File: src/hdl/bmhpq_pkg.sv
package bmhpq_pkg;

  localparam int Depth      = 1024;
  localparam int AddrBits   = 10;
  localparam int CountBits  = 11;
  localparam int ObjBits    = 16;
  localparam int PrioBits   = 31;

  typedef logic [AddrBits-1:0]  addr_t;
  typedef logic [CountBits-1:0] count_t;
  typedef logic [ObjBits-1:0]   obj_t;
  typedef logic [PrioBits-1:0]  prio_t;

  typedef enum logic [1:0] {
    REQ_INSERT = 2'd0,
    REQ_REMOVE = 2'd1,
    REQ_CHANGE = 2'd2,
    REQ_NONE   = 2'd3
  } req_e;

  typedef enum logic [1:0] {
    ST_OK       = 2'd0,
    ST_FULL     = 2'd1,
    ST_EMPTY    = 2'd2,
    ST_NOTFOUND = 2'd3
  } status_e;

  // Controller states.
  typedef enum logic [3:0] {
    S_IDLE,
    S_INS_RD,   // dispatch; for insert, read parent of hole
    S_INS_CMP,  // compare parent, move or place
    S_REM_RD,   // root and last entry in A/B; last entry to root
    S_REM_LD,   // sift-up reached root: place moving pair there
    S_DN_RD,    // read both children, or place when none
    S_DN_CMP,   // pick child, move or place
    S_CH_RD,    // read search slot, or end search as not found
    S_CH_CMP,   // compare object
    S_DONE
  } state_e;

  // Commands from controller to datapath.
  typedef struct packed {
    logic    load_req;    // capture request and moving pair
    logic    rd_a;        // read port A at address
    addr_t   addr_a;
    logic    rd_b;        // read port B at address
    addr_t   addr_b;
    logic    wr;          // write entry
    addr_t   wr_addr;
    logic    wr_mov;      // write moving pair, else write read-data A/B selection
    logic    wr_sel_b;
    logic    mov_from_a;  // load moving pair from read data A
    logic    mov_from_b;  // load moving pair from read data B
    logic    prio_new;    // replace moving priority with request priority
    logic    pos_ld;
    count_t  pos_val;
    logic    cnt_inc;
    logic    cnt_dec;
    logic    res_ld;      // capture removed object or old priority
    logic    res_rem;
    logic    done;
    status_e status;
  } cmd_t;

  typedef struct packed {
    prio_t mov_prio;
    prio_t prio_a;
    prio_t prio_b;
    obj_t  obj_a;
    obj_t  req_obj;
    prio_t req_prio;
    req_e  req_type;
    count_t pos;
    count_t count;
    count_t cap;
  } stat_t;

endpackage

File: src/hdl/bmhpq_ctrl.sv
module bmhpq_ctrl (
  input  logic             clk_i,
  input  logic             rst_ni,
  input  logic             start,
  output logic             busy,
  input  bmhpq_pkg::stat_t stat_i,
  output bmhpq_pkg::cmd_t  cmd_o
);

  bmhpq_pkg::state_e state_q, state_d;
  bmhpq_pkg::status_e st_q, st_d;
  bmhpq_pkg::count_t  pos, cnt, c, up;
  logic               pick_b;

  always_ff @(posedge clk_i or negedge rst_ni) begin
    if (!rst_ni) begin
      state_q <= bmhpq_pkg::S_IDLE;
      st_q    <= bmhpq_pkg::ST_OK;
    end else begin
      state_q <= state_d;
      st_q    <= st_d;
    end
  end

  assign pos = stat_i.pos;
  assign cnt = stat_i.count;
  assign up  = pos >> 1;
  assign c   = pos << 1;
  // Right child wins only when strictly smaller; left child at c, right at c+1.
  assign pick_b = (c < cnt) && (stat_i.prio_a > stat_i.prio_b);

  always_comb begin
    state_d = state_q;
    st_d    = st_q;
    cmd_o   = '0;
    cmd_o.status = st_q;
    busy    = (state_q != bmhpq_pkg::S_IDLE);
    unique case (state_q)
      bmhpq_pkg::S_IDLE: begin
        if (start) begin
          cmd_o.load_req = 1'b1;
          st_d = bmhpq_pkg::ST_OK;
          // Dispatch is done on the captured request in the next state.
          state_d = bmhpq_pkg::S_INS_RD;
          cmd_o.pos_ld  = 1'b1;
          cmd_o.pos_val = cnt + 1'b1;
        end
      end
      bmhpq_pkg::S_INS_RD: begin
        // First cycle after capture: dispatch on request kind.
        unique case (stat_i.req_type)
          bmhpq_pkg::REQ_INSERT: begin
            if (cnt >= stat_i.cap) begin
              st_d = bmhpq_pkg::ST_FULL;
              state_d = bmhpq_pkg::S_DONE;
            end else begin
              cmd_o.cnt_inc = 1'b1;
              if (pos > 1) begin
                cmd_o.rd_a   = 1'b1;
                cmd_o.addr_a = bmhpq_pkg::addr_t'(up - 1'b1);
                state_d = bmhpq_pkg::S_INS_CMP;
              end else begin
                cmd_o.wr      = 1'b1;
                cmd_o.wr_mov  = 1'b1;
                cmd_o.wr_addr = '0;
                state_d = bmhpq_pkg::S_DONE;
              end
            end
          end
          bmhpq_pkg::REQ_REMOVE: begin
            if (cnt == '0) begin
              st_d = bmhpq_pkg::ST_EMPTY;
              state_d = bmhpq_pkg::S_DONE;
            end else begin
              cmd_o.rd_a   = 1'b1;
              cmd_o.addr_a = '0;
              cmd_o.rd_b   = 1'b1;
              cmd_o.addr_b = bmhpq_pkg::addr_t'(cnt - 1'b1);
              cmd_o.cnt_dec = 1'b1;
              cmd_o.pos_ld  = 1'b1;
              cmd_o.pos_val = bmhpq_pkg::count_t'(1);
              state_d = bmhpq_pkg::S_REM_RD;
            end
          end
          bmhpq_pkg::REQ_CHANGE: begin
            cmd_o.pos_ld  = 1'b1;
            cmd_o.pos_val = bmhpq_pkg::count_t'(1);
            state_d = bmhpq_pkg::S_CH_RD;
          end
          default: state_d = bmhpq_pkg::S_DONE;
        endcase
      end
      bmhpq_pkg::S_INS_CMP: begin
        // Hole at pos, parent data in A.
        if (stat_i.prio_a >= stat_i.mov_prio) begin
          cmd_o.wr      = 1'b1;
          cmd_o.wr_addr = bmhpq_pkg::addr_t'(pos - 1'b1);
          cmd_o.pos_ld  = 1'b1;
          cmd_o.pos_val = up;
          if (up > 1) begin
            cmd_o.rd_a   = 1'b1;
            cmd_o.addr_a = bmhpq_pkg::addr_t'((up >> 1) - 1'b1);
          end else begin
            state_d = bmhpq_pkg::S_REM_LD; // reused: place moving at pos
          end
        end else begin
          cmd_o.wr      = 1'b1;
          cmd_o.wr_mov  = 1'b1;
          cmd_o.wr_addr = bmhpq_pkg::addr_t'(pos - 1'b1);
          state_d = bmhpq_pkg::S_DONE;
        end
      end
      bmhpq_pkg::S_REM_LD: begin
        // Sift-up reached the root.
        cmd_o.wr      = 1'b1;
        cmd_o.wr_mov  = 1'b1;
        cmd_o.wr_addr = '0;
        state_d = bmhpq_pkg::S_DONE;
      end
      bmhpq_pkg::S_REM_RD: begin
        // A holds root, B holds last; the last entry becomes the moving pair.
        cmd_o.res_ld  = 1'b1;
        cmd_o.res_rem = 1'b1;
        cmd_o.mov_from_b = 1'b1;
        cmd_o.wr      = 1'b1;
        cmd_o.wr_sel_b = 1'b1;
        cmd_o.wr_addr = '0;
        state_d = bmhpq_pkg::S_DN_RD;
      end
      bmhpq_pkg::S_DN_RD: begin
        if (pos <= (cnt >> 1)) begin
          cmd_o.rd_a   = 1'b1;
          cmd_o.addr_a = bmhpq_pkg::addr_t'(c - 1'b1);
          cmd_o.rd_b   = 1'b1;
          cmd_o.addr_b = bmhpq_pkg::addr_t'(c);
          state_d = bmhpq_pkg::S_DN_CMP;
        end else begin
          cmd_o.wr      = 1'b1;
          cmd_o.wr_mov  = 1'b1;
          cmd_o.wr_addr = bmhpq_pkg::addr_t'(pos - 1'b1);
          state_d = bmhpq_pkg::S_DONE;
        end
      end
      bmhpq_pkg::S_DN_CMP: begin
        if (stat_i.mov_prio <= (pick_b ? stat_i.prio_b : stat_i.prio_a)) begin
          cmd_o.wr      = 1'b1;
          cmd_o.wr_mov  = 1'b1;
          cmd_o.wr_addr = bmhpq_pkg::addr_t'(pos - 1'b1);
          state_d = bmhpq_pkg::S_DONE;
        end else begin
          cmd_o.wr       = 1'b1;
          cmd_o.wr_sel_b = pick_b;
          cmd_o.wr_addr  = bmhpq_pkg::addr_t'(pos - 1'b1);
          cmd_o.pos_ld   = 1'b1;
          cmd_o.pos_val  = pick_b ? c + 1'b1 : c;
          state_d = bmhpq_pkg::S_DN_RD;
        end
      end
      bmhpq_pkg::S_CH_RD: begin
        if (pos > cnt) begin
          st_d = bmhpq_pkg::ST_NOTFOUND;
          state_d = bmhpq_pkg::S_DONE;
        end else begin
          cmd_o.rd_a   = 1'b1;
          cmd_o.addr_a = bmhpq_pkg::addr_t'(pos - 1'b1);
          state_d = bmhpq_pkg::S_CH_CMP;
        end
      end
      bmhpq_pkg::S_CH_CMP: begin
        if (stat_i.obj_a == stat_i.req_obj) begin
          cmd_o.res_ld     = 1'b1;
          cmd_o.mov_from_a = 1'b1;
          cmd_o.prio_new   = 1'b1;
          if (stat_i.req_prio < stat_i.prio_a) begin
            // Sift up from pos: hole at pos.
            if (pos > 1) begin
              cmd_o.rd_a   = 1'b1;
              cmd_o.addr_a = bmhpq_pkg::addr_t'(up - 1'b1);
              state_d = bmhpq_pkg::S_INS_CMP;
            end else begin
              state_d = bmhpq_pkg::S_REM_LD;
            end
          end else begin
            // Sift down (or rewrite in place when equal).
            state_d = bmhpq_pkg::S_DN_RD;
          end
        end else begin
          cmd_o.pos_ld  = 1'b1;
          cmd_o.pos_val = pos + 1'b1;
          state_d = bmhpq_pkg::S_CH_RD;
        end
      end
      bmhpq_pkg::S_DONE: begin
        cmd_o.done = 1'b1;
        state_d = bmhpq_pkg::S_IDLE;
      end
      default: state_d = bmhpq_pkg::S_IDLE;
    endcase
  end

endmodule

File: config.mk
export PLATFORM = sky130hd
export DESIGN_NAME = bmhpq_ctrl
export DESIGN_NICKNAME = d
export VERILOG_FILES = /design/src/hdl/bmhpq_pkg.sv /design/src/hdl/bmhpq_ctrl.sv
export SDC_FILE = /design/constraint.sdc
export NUM_CORES = 1
export LEC_CHECK = 0
export ABC_AREA = 1
export ABC_CLOCK_PERIOD_IN_PS = 7500
export BUFFER_PORTS_ARGS = -buffer_cell sky130_fd_sc_hd__buf_4
export CAP_MARGIN = 20
export CORE_MARGIN = 5
export CORE_UTILIZATION = 54
export CTS_CLUSTER_DIAMETER = 30
export CTS_CLUSTER_SIZE = 24
export DETAILED_ROUTE_END_ITERATION = 10
export GPL_ROUTABILITY_DRIVEN = 0
export PLACE_DENSITY_LB_ADDON = 0.1
export SLEW_MARGIN = 10
export SYNTH_ARGS = -nofsm -noshare
export SYNTH_HDL_FRONTEND = slang
export SYNTH_SLANG_ARGS = --single-unit
File: constraint.sdc
create_clock -name clk_i -period 7.5 [get_ports clk_i]
set_input_delay 2.25 -clock clk_i [delete_from_list [all_inputs] [get_ports clk_i]]
set_output_delay 2.25 -clock clk_i [all_outputs]
set_load 0.02 [all_outputs]
# Word level (Yosys, flattened, before mapping)
# Cells that the tools add are included.
[totals]
regBits = 6
input_bits = 194
out_inout_bits = 59
[classes]
addsub = 8
order_cmp = 10
n_eq_ne = 18
muxes = 64
n_reduce_logical = 10
[op_table]
columns = ["cell", "n"]
rows = [
  ["12-bit 2-to-1 mux", 9],
  ["11-bit 2-to-1 mux", 9],
  ["12-bit one-hot mux with 5 select lines", 1],
  ["11-bit one-hot mux with 5 select lines", 1],
  ["22-bit 2-to-1 mux", 2],
  ["11-bit one-hot mux with 2 select lines", 2],
  ["11-bit one-hot mux with 4 select lines", 1],
  ["10-bit by 1-bit subtractor with 10-bit output, second input constant", 4],
  ["4-bit one-hot mux with 9 select lines", 1],
  ["11-bit by 1-bit adder with 11-bit output, second input constant", 3],
  ["4-bit 2-to-1 mux", 8],
  ["31-bit greater-or-equal comparator", 1],
  ["31-bit greater-than comparator", 1],
  ["31-bit less-or-equal comparator", 1],
  ["31-bit less-than comparator", 1],
  ["31-bit 2-to-1 mux", 1],
  ["12-bit one-hot mux with 2 select lines", 1],
  ["16-bit equality test", 1],
  ["4-bit by 3-bit equality test with 1-bit output, second input constant", 4],
  ["1-bit 2-to-1 mux", 14],
  ["4-bit one-hot mux with 3 select lines", 1],
  ["11-bit greater-or-equal comparator", 1],
  ["11-bit by 1-bit greater-than comparator with 1-bit output, second input constant", 1],
  ["11-bit greater-than comparator", 1],
  ["27 further kinds", 40],
]

# Longest topological paths before layout
[depth]
ltp_word = 6
depth_mapped = 28
ltp_nobuf = 28

# Least setup slack after synthesis
# Ideal clock, no wire load.
[synth_path]
kind = "input port to output port"
from = "input stat_i[17] (netlist name)"
to = "output cmd_o[17] (netlist name)"
arrival_time_ps = 4934
required_ps = 5250
path_slack_ps = 316
path_stages = 20
n_path_buf = 1
path_cell_list = "inv_1 ha_1 a21oi_1 o21ai_0 nand2_1 nand2_1 a31oi_2 nand3_4 buf_6 nand2_1 o21ai_2 ha_1 nand2_1 nor2_1 nand4_1 nor2_1 nand2_1 nand2_1 nand3_1 o211ai_1"
[synth_rtl]
columns = ["element", "line", "text"]
rows = [
  ["start: declaration", "bmhpq_ctrl.sv:6", "input bmhpq_pkg::stat_t stat_i,"],
  ["end: declaration", "bmhpq_ctrl.sv:7", "output bmhpq_pkg::cmd_t cmd_o"],
]

==> run metrics <==
fmax 0.1267 GHz; post-synthesis cell count 1273; # DRC 0; failing checks setup timing; Setup crit end cmd_o[17]; vias post-DR 10370; ys async rst share 1.000; Antenna Nets Post-Route 0; Post-synth EDFFs 0; Synth area leaders ha_1, nand2_1, inv_1; Cell variety after synth 53; cell taking the most area after synthesis ha_1; top post-synthesis cells by count nand2_1, inv_1, ha_1; r2r setup slk 5170 ps; per-cell routed wire length 17.37 um; cell repeated most along the worst path nand2_1; cell count after placement 1790; largest net degree at the start of global routing 19; fin util 0.8194; global-route wire length before repair 47.80 mm; worst r2r dst state_q[2]$_DFFE_PN0P_; DIE AREA 16720 um^2; CP max FO 5; reg2reg path depth 6; first-pass iteration count of the detailed router 9; nets between 1500 and 2000; Final Cycle Share 1.052; Critical-path top delay cell ha_1; data required time at the worst endpoint 5250 ps; crit path kind in2out; CTS clk-pin slew, worst paths 30 ps; Fin. Hold Viols 0; CTS tree done; Layout fillers between 900 and 1000; mean post-synth cell area 6.039 um^2; number of antenna diodes 0; crit path DAT 5640 ps; area delta synth->final 48.54%; top-level I/O count roughly 250; via/cell ratio 5.726; Syn Std Cell Area 7687 um^2; Clock Skews ~3.9 ps; clock root buffer clkbuf_16; Largest stage delay, worst path 360 ps; CP Launch Type input port; most numerous cell in the Yosys netlist nand2_1; H-tree depth 1; power per cell area 118.3 nW/um^2; Final setup viols 14; Max-cap violations 0; core area 13930 um^2; starting density of the core 0.5517; P_leak 6.411 nW; worst rel slew slack 0.3171; Worst setup EP type output pin; area of the multi-input gates 6993 um^2; final max-slew violation count 0; unrepaired setup endpoints after global routing true; Buf+Inv Stages, Crit Path 8; post-synthesis sequential area ratio 0.01953; share of the synthesized area in the top cell type 0.2783; delay-heaviest family, CP simple AND/OR/NAND/NOR gates; DPL Wire Length 23.48 mm; Cell Area, Placed between 10000 and 15000 um^2; total wire length approximately 31 mm; Yosys Warn Count 0; initial antenna violation count 0; total number of cells along the worst setup path 27; Main synth FF type dfrtp_1; Die Span X 129.3 um; actual slew at the worst max-slew pin between 1000 and 1500 ps; TritonCTS Sinks 6; final setup margin -389.7 ps; cell area after layout 11420 um^2; run status finished, violations left; Net Count, Synth approximately 1600; Hold Crit Class reg2reg; Hold WS 497.9 ps; TritonCTS Buffers 3; vias in the first global route 10330; GRT Residual Overflow 0; clk_lat worst skew 230 ps; global-route usage over all layers 0.3497; fin cells 1811; RR Startpoint state_q[2]$_DFFE_PN0P_; Rows between 40 and 50; share of layout cells above drive strength 1 0.3440; Yosys reg bits 6; CTS Hold Bufs 0; crit path from stat_i[128]; DR iter-0 viols around 850; IO buf count about 250; clock tree buffer depth 2; register area 150.1 um^2; Die Y 129.3 um; peak supply drop 0.1257 mV; min Tclk post-route roughly 8000 ps
## cell usage in the layout, fill, tap and decap left out, drive strengths merged, types with 13 or more instances in the layout
cell type  netlist  final
ha             171    171
buf             22    379
nand2          344    344
o21ai           72     72
inv            230    230
nand4           32     32
xor2            29     29
a21oi           75     75
nand3           66     66
xnor2           13     13
nor2           125    125
o22ai           13     13
nor3            19     19
## routing by layer
metal,part of all wire,global-route usage,vias up
met5,0,0,-
met4,0.075,0.2131,0
met3,0.098,0.04369,205
met2,0.47,0.6271,710
met1,0.36,0.3925,4575
li1,-,-,4880
## cells by family after synthesis
family,count (synthesis),share of synthesized area
flops,6,0.01953
xor+xnor,42,0.04883
buf+inv,256,0.1414
compound gates,191,0.1440
fa+ha+maj,171,0.2783
simple gates,607,0.3678
## sequential cells by signal (all words and copies together), names as in the netlist
signal   flops
state_q      4
st_q         2
## worst min path at each step
| stage | startpoint | depth (start not counted) | end |
|---|---|---|---|
| floorplan | st_q[0]$_DFFE_PN0P_ | 2 | st_q[0]$_DFFE_PN0P_ |
| global placement | st_q[1]$_DFFE_PN0P_ | 2 | st_q[1]$_DFFE_PN0P_ |
| detailed placement | st_q[1]$_DFFE_PN0P_ | 2 | st_q[1]$_DFFE_PN0P_ |
| CTS | st_q[1]$_DFFE_PN0P_ | 2 | st_q[1]$_DFFE_PN0P_ |
| global route | st_q[0]$_DFFE_PN0P_ | 2 | st_q[0]$_DFFE_PN0P_ |
| finish | st_q[1]$_DFFE_PN0P_ | 2 | st_q[1]$_DFFE_PN0P_ |
## worst reg2reg max path, cell delays in order (launching register included)
cell and delay [ps]:
dfrtp_1 430, nor2_1 150, inv_1 100, nor2_1 790, nand3_1 380, o21ai_1 250, nor2_1 90
## report_power, final
part | leakage [nW] | internal, mW | total [mW] | switching (mW)
logic | 6.30 | 0.507 | 1.20 | 0.696
registers | 0.0779 | 0.0466 | 0.0607 | 0.0141
clock network | 0.0370 | 0.0685 | 0.0869 | 0.0185
total | 6.41 | 0.622 | 1.35 | 0.729
## what timing repair did
action / 4_1_cts / 5_1_grt
gates resized for setup: 106 / 54
setup buffers: 10 / 6
endpoints found under the setup margin: 14 / 14
pin swaps: 45 / 34
cloned: 5 / 0
## area by class of cell
| type | instances | area share |
|---|---|---|
| clock buffers | 3 | 0.006575 |
| repair buffers | 379 | 0.2698 |
| multi-input cells | 1011 | 0.6124 |
| inverters | 232 | 0.07835 |
| flip-flops and latches | 6 | 0.01315 |
| well taps | 180 | 0.01972 |
## metrics by stage
step           setup slack [ps]  power [mW]  TNS (ps)
3_5_place_dp             -296.1       1.099     -3508
2_1_floorplan             315.6      0.6868         0
5_1_grt                  -501.5       1.444     -5543
3_3_place_gp             -276.9       1.079     -3217
4_1_cts                  -180.9       1.277     -1669
6_report                 -389.7       1.351     -3968
No activity file was read; power rests on OpenSTA's default activity.
